File: config.mk
export PLATFORM = sky130hd
export DESIGN_NAME = table_atan2_binary_angle
export DESIGN_NICKNAME = d
export VERILOG_FILES = /design/src/design/ta2_pkg.sv /design/src/design/ta2_div.sv /design/src/design/table_atan2_binary_angle.sv
export SDC_FILE = /design/constraint.sdc
export NUM_CORES = 2
export LEC_CHECK = 0
export ABC_AREA = 1
export BUFFER_PORTS_ARGS = -buffer_cell sky130_fd_sc_hd__buf_2
export CORE_ASPECT_RATIO = 0.6
export CORE_MARGIN = 8
export CORE_UTILIZATION = 60
export CTS_BUF_LIST = sky130_fd_sc_hd__clkbuf_8
export DETAILED_ROUTE_END_ITERATION = 10
export PLACE_DENSITY = 0.72
export SETUP_SLACK_MARGIN = 0.1
export SLEW_MARGIN = 30
export SYNTH_ARGS = -nofsm -noshare
export SYNTH_HDL_FRONTEND = slang
export SYNTH_HIERARCHICAL = 1
export SYNTH_SLANG_ARGS = --single-unit
File: constraint.sdc
create_clock -name clk -period 27.2 [get_ports clk]
set_clock_uncertainty 0.15 [all_clocks]
set_input_delay 2.72 -clock clk [delete_from_list [all_inputs] [get_ports clk]]
set_output_delay 2.72 -clock clk [all_outputs]
set_load 0.005 [all_outputs]
File: src/design/ta2_pkg.sv
// Shared types, constants and arctangent tables for the table_atan2_binary_angle block.
package ta2_pkg;

	// Input and magnitude widths.
	localparam int unsigned INPUT_WIDTH = 16;
	localparam int unsigned MAG_W       = INPUT_WIDTH + 1;

	// Ratio b/a in Q1.16, one integer bit so that a ratio of one fits.
	localparam int unsigned RATIO_FRAC_BITS = 16;
	localparam int unsigned RATIO_W         = RATIO_FRAC_BITS + 1;

	// Divider organization: one leading compare, then this many steps per stage.
	localparam int unsigned DIV_STAGES     = 4;
	localparam int unsigned STEPS_PER_STAGE = RATIO_FRAC_BITS / DIV_STAGES;

	// Table of segments and its index and fraction widths.
	localparam int unsigned TABLE_SEGMENTS = 32;
	localparam int unsigned SEG_BITS       = $clog2(TABLE_SEGMENTS);
	localparam int unsigned IDX_W          = SEG_BITS + 1;
	localparam int unsigned FRAC_W         = RATIO_FRAC_BITS;
	localparam int unsigned ROM_W          = 22;
	localparam int unsigned SLOPE_W        = 17;

	// Internal angle: Q.16 binary units, base of up to 128 units.
	localparam int unsigned TBL_FRAC_BITS = 16;
	localparam int unsigned BASE_W        = 9;
	localparam int unsigned ANGLE_W       = BASE_W + TBL_FRAC_BITS;
	localparam int unsigned DEG_W         = ANGLE_W + 6;
	localparam int unsigned OUT_W         = 17;

	// Rounding shifts toward the two output formats.
	localparam int unsigned UNITS_SHIFT = TBL_FRAC_BITS - 8;
	localparam int unsigned DEG_SHIFT   = TBL_FRAC_BITS - 8 + 5;

	// Base angles in whole binary units.
	localparam logic signed [BASE_W-1:0] BASE_ZERO    = 9'sd0;
	localparam logic signed [BASE_W-1:0] BASE_POS_90  = 9'sd64;
	localparam logic signed [BASE_W-1:0] BASE_NEG_90  = -9'sd64;
	localparam logic signed [BASE_W-1:0] BASE_POS_180 = 9'sd128;
	localparam logic signed [BASE_W-1:0] BASE_NEG_180 = -9'sd128;

	// Folding result that rides along the divider.
	typedef struct packed {
		logic                     origin;
		logic                     sub;
		logic signed [BASE_W-1:0] base;
	} side_t;

	// atan(k/32) in Q6.16 binary units.
	localparam logic [ROM_W-1:0] ATAN_ROM [0:TABLE_SEGMENTS] = '{
		22'd0,       22'd83416,   22'd166669,  22'd249600,
		22'd332050,  22'd413869,  22'd494912,  22'd575043,
		22'd654136,  22'd732076,  22'd808756,  22'd884085,
		22'd957981,  22'd1030375, 22'd1101209, 22'd1170436,
		22'd1238021, 22'd1303938, 22'd1368170, 22'd1430711,
		22'd1491559, 22'd1550722, 22'd1608214, 22'd1664052,
		22'd1718262, 22'd1770869, 22'd1821906, 22'd1871405,
		22'd1919403, 22'd1965938, 22'd2011047, 22'd2054772,
		22'd2097152
	};

	// Difference to the next entry; the last entry has slope zero.
	localparam logic [SLOPE_W-1:0] ATAN_SLOPE [0:TABLE_SEGMENTS] = '{
		17'd83416, 17'd83253, 17'd82931, 17'd82450,
		17'd81819, 17'd81043, 17'd80131, 17'd79093,
		17'd77940, 17'd76680, 17'd75329, 17'd73896,
		17'd72394, 17'd70834, 17'd69227, 17'd67585,
		17'd65917, 17'd64232, 17'd62541, 17'd60848,
		17'd59163, 17'd57492, 17'd55838, 17'd54210,
		17'd52607, 17'd51037, 17'd49499, 17'd47998,
		17'd46535, 17'd45109, 17'd43725, 17'd42380,
		17'd0
	};

endpackage

File: src/design/ta2_div.sv
// Pipelined restoring divider giving floor(b * 2^16 / a) for b <= a.
module ta2_div (
	input  logic                            clk,
	input  logic                            arst_n,
	input  logic                            in_vld,
	output logic                            in_rdy,
	input  logic [ta2_pkg::MAG_W-1:0]       dvd,
	input  logic [ta2_pkg::MAG_W-1:0]       dvs,
	input  ta2_pkg::side_t                  in_side,
	output logic                            out_vld,
	input  logic                            out_rdy,
	output logic [ta2_pkg::RATIO_W-1:0]     quo,
	output ta2_pkg::side_t                  out_side
);

	typedef struct packed {
		logic [ta2_pkg::MAG_W-1:0]   rem;
		logic [ta2_pkg::RATIO_W-1:0] quo;
	} div_st_t;

	// A few restoring steps: shift the remainder, subtract the divisor when it fits.
	function automatic div_st_t div_steps(input div_st_t st, input logic [ta2_pkg::MAG_W-1:0] d);
		div_st_t                   res;
		logic [ta2_pkg::MAG_W:0]   sh;
		logic                      bit_q;
		res = st;
		for (int i = 0; i < ta2_pkg::STEPS_PER_STAGE; i++) begin
			sh    = {res.rem, 1'b0};
			bit_q = (sh >= {1'b0, d});
			if (bit_q) begin
				sh = sh - {1'b0, d};
			end
			res.rem = sh[ta2_pkg::MAG_W-1:0];
			res.quo = {res.quo[ta2_pkg::RATIO_W-2:0], bit_q};
		end
		return res;
	endfunction

	logic                        vld_s   [ta2_pkg::DIV_STAGES];
	div_st_t                     st_s    [ta2_pkg::DIV_STAGES];
	logic [ta2_pkg::MAG_W-1:0]   dvs_s   [ta2_pkg::DIV_STAGES];
	ta2_pkg::side_t              side_s  [ta2_pkg::DIV_STAGES];
	logic                        rdy     [ta2_pkg::DIV_STAGES+1];
	div_st_t                     st_in;

	// The integer bit of the quotient is set only when b equals a.
	always_comb begin
		st_in.quo = '0;
		st_in.rem = dvd;
		if (dvd >= dvs) begin
			st_in.quo = ta2_pkg::RATIO_W'(1);
			st_in.rem = dvd - dvs;
		end
	end

	assign rdy[ta2_pkg::DIV_STAGES] = out_rdy;
	assign in_rdy = rdy[0];

	for (genvar g = 0; g < ta2_pkg::DIV_STAGES; g++) begin : g_stage
		logic                      vld_in;
		div_st_t                   st_prev;
		logic [ta2_pkg::MAG_W-1:0] dvs_prev;
		ta2_pkg::side_t            side_prev;

		if (g == 0) begin : g_first
			assign vld_in    = in_vld;
			assign st_prev   = st_in;
			assign dvs_prev  = dvs;
			assign side_prev = in_side;
		end else begin : g_next
			assign vld_in    = vld_s[g-1];
			assign st_prev   = st_s[g-1];
			assign dvs_prev  = dvs_s[g-1];
			assign side_prev = side_s[g-1];
		end

		assign rdy[g] = ~vld_s[g] | rdy[g+1];

		always_ff @(posedge clk or negedge arst_n) begin
			if (!arst_n) begin
				vld_s[g] <= 1'b0;
			end else if (rdy[g]) begin
				vld_s[g] <= vld_in;
			end
		end

		always_ff @(posedge clk) begin
			if (rdy[g] && vld_in) begin
				st_s[g]   <= div_steps(st_prev, dvs_prev);
				dvs_s[g]  <= dvs_prev;
				side_s[g] <= side_prev;
			end
		end
	end

	assign out_vld  = vld_s[ta2_pkg::DIV_STAGES-1];
	assign quo      = st_s[ta2_pkg::DIV_STAGES-1].quo;
	assign out_side = side_s[ta2_pkg::DIV_STAGES-1];

endmodule

File: src/design/table_atan2_binary_angle.sv
// Top level of the four-quadrant arctangent with table interpolation.
//
// Usage: each input word carries a signed x_in, y_in pair and yields exactly one
// output word with the angle in binary units (256 per turn) and in degrees, both
// with 8 fraction bits. The origin gives an angle of zero.
// Both channels use valid and stall. A word moves at a rising edge where valid
// is high and stall is low; in_stall is driven here, out_stall by the receiver.
// The datapath is a ten-stage pipeline: octant folding, four divider stages of
// four quotient bits each, table read, interpolation multiply, base add,
// units rounding with the times-45 product, and the output register. One new
// word can enter in every cycle while the receiver does not stall, so the
// throughput is then one word per clock.
// Each stage holds its own valid bit and advances when it is empty or the next
// stage can take its word. When the receiver stalls, the output word is held
// and the stages behind it keep filling empty slots until the pipeline is full;
// only then is in_stall raised. Nothing is dropped or repeated.
// The asynchronous reset clears every valid bit, leaving the pipeline empty and
// ready for a word as soon as reset is released.
module table_atan2_binary_angle (
	input  logic                                clk,
	input  logic                                arst_n,
	input  logic                                in_valid,
	output logic                                in_stall,
	input  logic signed [ta2_pkg::INPUT_WIDTH-1:0] x_in,
	input  logic signed [ta2_pkg::INPUT_WIDTH-1:0] y_in,
	output logic                                out_valid,
	input  logic                                out_stall,
	output logic signed [ta2_pkg::OUT_W-1:0]    angle_units,
	output logic signed [ta2_pkg::OUT_W-1:0]    angle_degrees
);

	// ---------------------------------------------------------------
	// Ready chain: a stage can load when it is empty or its word leaves.
	// ---------------------------------------------------------------
	logic vld_s1, vld_tab_s6, vld_mul_s7, vld_q_s8, vld_m_s9, vld_out_s10;
	logic rdy_s1, rdy_s6, rdy_s7, rdy_s8, rdy_s9, rdy_s10;
	logic div_in_rdy, div_out_vld;

	assign rdy_s10  = ~vld_out_s10 | ~out_stall;
	assign rdy_s9   = ~vld_m_s9 | rdy_s10;
	assign rdy_s8   = ~vld_q_s8 | rdy_s9;
	assign rdy_s7   = ~vld_mul_s7 | rdy_s8;
	assign rdy_s6   = ~vld_tab_s6 | rdy_s7;
	assign rdy_s1   = ~vld_s1 | div_in_rdy;
	assign in_stall = ~rdy_s1;

	// ---------------------------------------------------------------
	// Stage 1: fold the point into the first octant. The larger magnitude
	// becomes the divisor, the smaller one the dividend. Ties go to the
	// octant along the x axis, so the negative x axis reads +180 degrees.
	// ---------------------------------------------------------------
	logic signed [ta2_pkg::MAG_W-1:0] xs, ys, nx, ny;
	logic signed [ta2_pkg::MAG_W-1:0] fa, fb;
	ta2_pkg::side_t                   fside;
	logic [ta2_pkg::MAG_W-1:0]        a_s1, b_s1;
	ta2_pkg::side_t                   side_s1;

	assign xs = {x_in[ta2_pkg::INPUT_WIDTH-1], x_in};
	assign ys = {y_in[ta2_pkg::INPUT_WIDTH-1], y_in};
	assign nx = -xs;
	assign ny = -ys;

	always_comb begin
		fside.origin = (x_in == '0) && (y_in == '0);
		if (!xs[ta2_pkg::MAG_W-1]) begin
			if (!ys[ta2_pkg::MAG_W-1]) begin
				if (xs >= ys) begin
					fa = xs; fb = ys; fside.base = ta2_pkg::BASE_ZERO;   fside.sub = 1'b0;
				end else begin
					fa = ys; fb = xs; fside.base = ta2_pkg::BASE_POS_90; fside.sub = 1'b1;
				end
			end else begin
				if (xs >= ny) begin
					fa = xs; fb = ny; fside.base = ta2_pkg::BASE_ZERO;   fside.sub = 1'b1;
				end else begin
					fa = ny; fb = xs; fside.base = ta2_pkg::BASE_NEG_90; fside.sub = 1'b0;
				end
			end
		end else begin
			if (!ys[ta2_pkg::MAG_W-1]) begin
				if (nx >= ys) begin
					fa = nx; fb = ys; fside.base = ta2_pkg::BASE_POS_180; fside.sub = 1'b1;
				end else begin
					fa = ys; fb = nx; fside.base = ta2_pkg::BASE_POS_90;  fside.sub = 1'b0;
				end
			end else begin
				if (nx >= ny) begin
					fa = nx; fb = ny; fside.base = ta2_pkg::BASE_NEG_180; fside.sub = 1'b0;
				end else begin
					fa = ny; fb = nx; fside.base = ta2_pkg::BASE_NEG_90;  fside.sub = 1'b1;
				end
			end
		end
	end

	always_ff @(posedge clk or negedge arst_n) begin
		if (!arst_n) begin
			vld_s1 <= 1'b0;
		end else if (rdy_s1) begin
			vld_s1 <= in_valid;
		end
	end

	always_ff @(posedge clk) begin
		if (rdy_s1 && in_valid) begin
			a_s1    <= fa;
			b_s1    <= fb;
			side_s1 <= fside;
		end
	end

	// ---------------------------------------------------------------
	// Stages 2 to 5: ratio = floor(b * 2^16 / a), in [0, 1] as Q1.16.
	// At the origin the divisor is zero; the quotient is ignored then.
	// ---------------------------------------------------------------
	logic [ta2_pkg::RATIO_W-1:0] ratio;
	ta2_pkg::side_t              div_side;

	ta2_div u_div (
		.clk      (clk),
		.arst_n   (arst_n),
		.in_vld   (vld_s1),
		.in_rdy   (div_in_rdy),
		.dvd      (b_s1),
		.dvs      (a_s1),
		.in_side  (side_s1),
		.out_vld  (div_out_vld),
		.out_rdy  (rdy_s6),
		.quo      (ratio),
		.out_side (div_side)
	);

	// ---------------------------------------------------------------
	// Stage 6: table read. The top bits of the ratio pick the segment and
	// the low bits, scaled up to 16 bits, are the interpolation fraction.
	// A ratio of exactly one selects the last entry with a zero fraction.
	// ---------------------------------------------------------------
	logic [ta2_pkg::IDX_W-1:0]   seg_idx;
	logic [ta2_pkg::FRAC_W-1:0]  seg_frac;
	logic [ta2_pkg::ROM_W-1:0]   base_s6;
	logic [ta2_pkg::SLOPE_W-1:0] slope_s6;
	logic [ta2_pkg::FRAC_W-1:0]  frac_s6;
	ta2_pkg::side_t              side_s6;

	assign seg_idx  = ratio[ta2_pkg::RATIO_W-1:ta2_pkg::RATIO_FRAC_BITS-ta2_pkg::SEG_BITS];
	assign seg_frac = {ratio[ta2_pkg::RATIO_FRAC_BITS-ta2_pkg::SEG_BITS-1:0],
		ta2_pkg::SEG_BITS'(0)};

	always_ff @(posedge clk or negedge arst_n) begin
		if (!arst_n) begin
			vld_tab_s6 <= 1'b0;
		end else if (rdy_s6) begin
			vld_tab_s6 <= div_out_vld;
		end
	end

	always_ff @(posedge clk) begin
		if (rdy_s6 && div_out_vld) begin
			base_s6  <= ta2_pkg::ATAN_ROM[seg_idx];
			slope_s6 <= ta2_pkg::ATAN_SLOPE[seg_idx];
			frac_s6  <= seg_frac;
			side_s6  <= div_side;
		end
	end

	// ---------------------------------------------------------------
	// Stage 7: linear interpolation, base + floor(frac * slope / 2^16).
	// ---------------------------------------------------------------
	logic [ta2_pkg::FRAC_W+ta2_pkg::SLOPE_W-1:0] interp_prod;
	logic [ta2_pkg::ROM_W-1:0]                   oct_s7;
	ta2_pkg::side_t                              side_s7;

	assign interp_prod = frac_s6 * slope_s6;

	always_ff @(posedge clk or negedge arst_n) begin
		if (!arst_n) begin
			vld_mul_s7 <= 1'b0;
		end else if (rdy_s7) begin
			vld_mul_s7 <= vld_tab_s6;
		end
	end

	always_ff @(posedge clk) begin
		if (rdy_s7 && vld_tab_s6) begin
			oct_s7  <= base_s6 + ta2_pkg::ROM_W'(interp_prod >> ta2_pkg::RATIO_FRAC_BITS);
			side_s7 <= side_s6;
		end
	end

	// ---------------------------------------------------------------
	// Stage 8: unfold, adding the octant angle to the base or taking it
	// away. The origin is forced to zero here.
	// ---------------------------------------------------------------
	logic signed [ta2_pkg::ANGLE_W-1:0] base_q16, oct_ext, angle_s8;

	assign base_q16 = {side_s7.base, ta2_pkg::TBL_FRAC_BITS'(0)};
	assign oct_ext  = $signed(ta2_pkg::ANGLE_W'(oct_s7));

	always_ff @(posedge clk or negedge arst_n) begin
		if (!arst_n) begin
			vld_q_s8 <= 1'b0;
		end else if (rdy_s8) begin
			vld_q_s8 <= vld_mul_s7;
		end
	end

	always_ff @(posedge clk) begin
		if (rdy_s8 && vld_mul_s7) begin
			if (side_s7.origin) begin
				angle_s8 <= '0;
			end else if (side_s7.sub) begin
				angle_s8 <= base_q16 - oct_ext;
			end else begin
				angle_s8 <= base_q16 + oct_ext;
			end
		end
	end

	// ---------------------------------------------------------------
	// Stage 9: round to binary units (ties away from zero) and form the
	// angle times 45 for the degree scale, using shifts and adds.
	// ---------------------------------------------------------------
	logic                               ang_neg;
	logic [ta2_pkg::ANGLE_W-1:0]        ang_mag;
	logic [ta2_pkg::ANGLE_W-1:0]        units_rnd;
	logic [ta2_pkg::OUT_W-1:0]          units_mag;
	logic signed [ta2_pkg::DEG_W-1:0]   ang_wide, ang_x45;
	logic signed [ta2_pkg::OUT_W-1:0]   units_s9;
	logic signed [ta2_pkg::DEG_W-1:0]   x45_s9;

	assign ang_neg   = angle_s8[ta2_pkg::ANGLE_W-1];
	assign ang_mag   = ang_neg ? ta2_pkg::ANGLE_W'(-angle_s8) : ta2_pkg::ANGLE_W'(angle_s8);
	assign units_rnd = (ang_mag + (ta2_pkg::ANGLE_W'(1) << (ta2_pkg::UNITS_SHIFT - 1)))
		>> ta2_pkg::UNITS_SHIFT;
	assign units_mag = units_rnd[ta2_pkg::OUT_W-1:0];
	assign ang_wide  = ta2_pkg::DEG_W'(angle_s8);
	assign ang_x45   = (ang_wide <<< 5) + (ang_wide <<< 3) + (ang_wide <<< 2) + ang_wide;

	always_ff @(posedge clk or negedge arst_n) begin
		if (!arst_n) begin
			vld_m_s9 <= 1'b0;
		end else if (rdy_s9) begin
			vld_m_s9 <= vld_q_s8;
		end
	end

	always_ff @(posedge clk) begin
		if (rdy_s9 && vld_q_s8) begin
			units_s9 <= ang_neg ? -$signed(units_mag) : $signed(units_mag);
			x45_s9   <= ang_x45;
		end
	end

	// ---------------------------------------------------------------
	// Stage 10: round the degree value and hold the output word.
	// ---------------------------------------------------------------
	logic                           deg_neg;
	logic [ta2_pkg::DEG_W-1:0]      deg_mag;
	logic [ta2_pkg::DEG_W-1:0]      deg_rnd;
	logic [ta2_pkg::OUT_W-1:0]      deg_out_mag;
	logic signed [ta2_pkg::OUT_W-1:0] units_s10, degs_s10;

	assign deg_neg     = x45_s9[ta2_pkg::DEG_W-1];
	assign deg_mag     = deg_neg ? ta2_pkg::DEG_W'(-x45_s9) : ta2_pkg::DEG_W'(x45_s9);
	assign deg_rnd     = (deg_mag + (ta2_pkg::DEG_W'(1) << (ta2_pkg::DEG_SHIFT - 1)))
		>> ta2_pkg::DEG_SHIFT;
	assign deg_out_mag = deg_rnd[ta2_pkg::OUT_W-1:0];

	always_ff @(posedge clk or negedge arst_n) begin
		if (!arst_n) begin
			vld_out_s10 <= 1'b0;
		end else if (rdy_s10) begin
			vld_out_s10 <= vld_m_s9;
		end
	end

	always_ff @(posedge clk) begin
		if (rdy_s10 && vld_m_s9) begin
			units_s10 <= units_s9;
			degs_s10  <= deg_neg ? -$signed(deg_out_mag) : $signed(deg_out_mag);
		end
	end

	assign out_valid     = vld_out_s10;
	assign angle_units   = units_s10;
	assign angle_degrees = degs_s10;

endmodule

==> impl_metrics.csv <==
group,metric,value,unit
run_status,outcome,"finished clean",
synthesis,synth-main-ff-cell,"edfxtp_1",
synthesis,yosys-top-cells-area,"edfxtp_1, nand2_1, ha_1, fa_1, inv_1",
place,port_buffers,71,
route,first_iter_violations,5763,
synthesis,synth_common_cells,"nand2_1, inv_1, ha_1",
synthesis,synthArstFlopShare,2.273,%
sta,hold_violations,0,
clocking,worst_skew_pair.late_latency,0.76,ns
critical_path,cp.arrival,11.93,ns
route,vias,44211,
route,avgRoutedWirePerCell,19.61,microns
finish,areaGrowthSynthToFinish,5.714,%
clocking,cts_resized,0,
sta,rsz0062_at_grt,"no",
synthesis,syn_avg_cell_area,7.557,sq um
finish,drive_gt1_share,5.982,%
finish,n_fill_cell,7017,
grt,grt_max_degree,62,
synthesis,synth_edf_count,430,
floorplanning,coreArea,79380,sq um
sta,setup-violations-final,0,
critical_path,r2r_start,"a_s1[0]",
synthesis,synth_cell_types,72,
clocking,clk_pin_slew,0.08,ns
clocking,cts_buffers,68,
grt,grt_pass1_vias,40014,
sta,fin_crit,11.59,ns
synthesis,yosysWarnings,6,
critical_path,crit_slowest_cell,"a21oi_2",
grt,grt_usage,32.00,%
synthesis,ys_ff_latch,440,
critical_path,start_kind,"flip-flop",
floorplanning,ioPinCount,72,
floorplanning,rows,80,
synthesis,yosysMostFrequentCell,"nand2_1",
synthesis,syn_inst,6354,
critical_path,worst_path_dominant_cell_family,"compound AO/OA/AOI/OAI gates",
sta,drv_slew,0,
critical_path,crit_path_max_fanout,27,
sta,holdWs,0.2628,ns
critical_path,cp.buffers_inverters,2,
synthesis,syn_area,48020,sq um
grt,antenna_found_initial,6,
critical_path,path_common_cell,"nand2_1",
synthesis,synth_top_cell_area_share,26.89,%
critical_path,crit_end,"u_div/st_s[0][22]",
critical_path,worstReg2RegEnd,"u_div/st_s[0][22]",
clocking,clockBufferDepth,3,
grt,grt_pass1_wl,230200,microns
grt,overflow,0,
synthesis,seq_area_frac_synth,27.41,%
floorplanning,die_h,235.1,microns
critical_path,cp.depth,55,
sta,max-slew-margin-rel,30.98,%
clocking,cts_tree,"built",
finish,fin_nets,7096,
floorplanning,dieWidth,381.2,microns
route,drtAntennaViolNets,0,
sta,worst_pin_slew,1.033,ns
clocking,cts_hold_buffers,0,
critical_path,cp.required,27.54,ns
route,drtPass1Iterations,8,
sta,fin_crit_sh,42.62,%
critical_path,reg2reg_slack,15.61,ns
sta,setup_tns,0,ns
clocking,cts-htree-levels,3,
clocking,cts_sinks,440,
floorplanning,die_area,89640,sq um
worst_hold_path,worstHoldPathCells,0,
worst_hold_path,worst_hold_path_type,"flip-flop to flip-flop",
place,hpwl,119400,microns
critical_path,startpoint,"a_s1[0]",
synthesis,synth_top_area_cell,"edfxtp_1",
worst_hold_path,worstHoldStart,"u_div/st_s[3][4]",
route,drc,0,
floorplanning,start_util,60.49,%
critical_path,end_kind,"flip-flop",
clocking,root_buffer,"clkbuf_8",
place,place_congestion,1.035,
clocking,postCtsSetupRepairBufs,0,
critical_path,critPathKind,"flip-flop to flip-flop",
route,routed_wl,147200,microns
sta,max_freq,86.26,MHz
critical_path,r2r_cells,55,
route,viasPerCell,5.889,
job,maxCapViolCount,0,
critical_path,cpPeakStageDelay,0.69,ns
cells by family after synthesis:
group / after synthesis / share of synthesized area [%]
and+or+nand+nor: 2730 / 24.43
AOI/OAI and AO/OA: 1114 / 12.83
buffers and inverters: 1048 / 8.450
adders and majority gates: 678 / 20.56
DFF: 440 / 27.41
xor gates and xnor gates: 343 / 6.319
other: 1 / 0.007809
registers in the layout (all words and copies together), names as in the netlist, 22 cells and up:
signal,cells
u_div/st_s,95
oct_s7,22
u_div/dvs_s,51
u_div/side_s,44
base_s6,22
x45_s9,31
angle_s8,25
worst min path at each step:
stage                          end  slack, ns
floorplan           angle_units[0]       0.25
global placement        side_s6[6]       0.25
detailed placement  angle_units[2]       0.25
CTS                     frac_s6[9]       0.26
global route           frac_s6[15]       0.26
finish                  frac_s6[9]       0.26
metrics by stage:
stage | util, % | instance area, sq um | std cells | setup WS [ns]
floorplan | - | 48040 | 6361 | 18.00
global placement | 62.12 | 49310 | 7377 | 16.14
detailed placement | 62.15 | 49330 | 7378 | 16.01
CTS | 63.92 | 50740 | 7502 | 15.95
global route | 63.95 | 50760 | 7507 | 14.71
finish | 63.95 | 50760 | 7508 | 15.61
cells in the final DEF, fill, tap and decap left out, types with 44 or more instances in the layout:
master,count
o21ai_1,47
nand2_1,1656
o21ai_0,379
nand2_2,44
a21oi_1,453
fa_1,185
ha_1,493
nor3_1,89
inv_1,882
clkbuf_8,69
buf_2,71
edfxtp_1,430
xor2_1,210
nor2_1,390
nand4_1,77
xnor2_1,129
nand3_1,320
area by class of cell:
class | instances | area (sq um) | area share, %
multi-input combinational | 4873 | 30890 | 60.85
sequential | 440 | 13160 | 25.93
inverter | 899 | 3378 | 6.655
tap | 1066 | 1334 | 2.627
clock buffer | 69 | 949.7 | 1.871
timing repair buffer | 100 | 580.6 | 1.144
clock inverter | 55 | 454.2 | 0.8947
antenna | 6 | 15.01 | 0.02958
layer usage:
layer | track usage [%] | vias to the layer above | routed length [microns]
met5 | 0.8165 | - | 121
met4 | 4.106 | 8 | 1541
met3 | 12.76 | 137 | 23040
met2 | 38.39 | 2461 | 50740
met1 | 52.68 | 20450 | 71800
li1 | - | 21155 | -
Power is left out: the tool's default activity adds up to more than one toggle a clock period on the data nets, which glitch-free logic cannot reach.
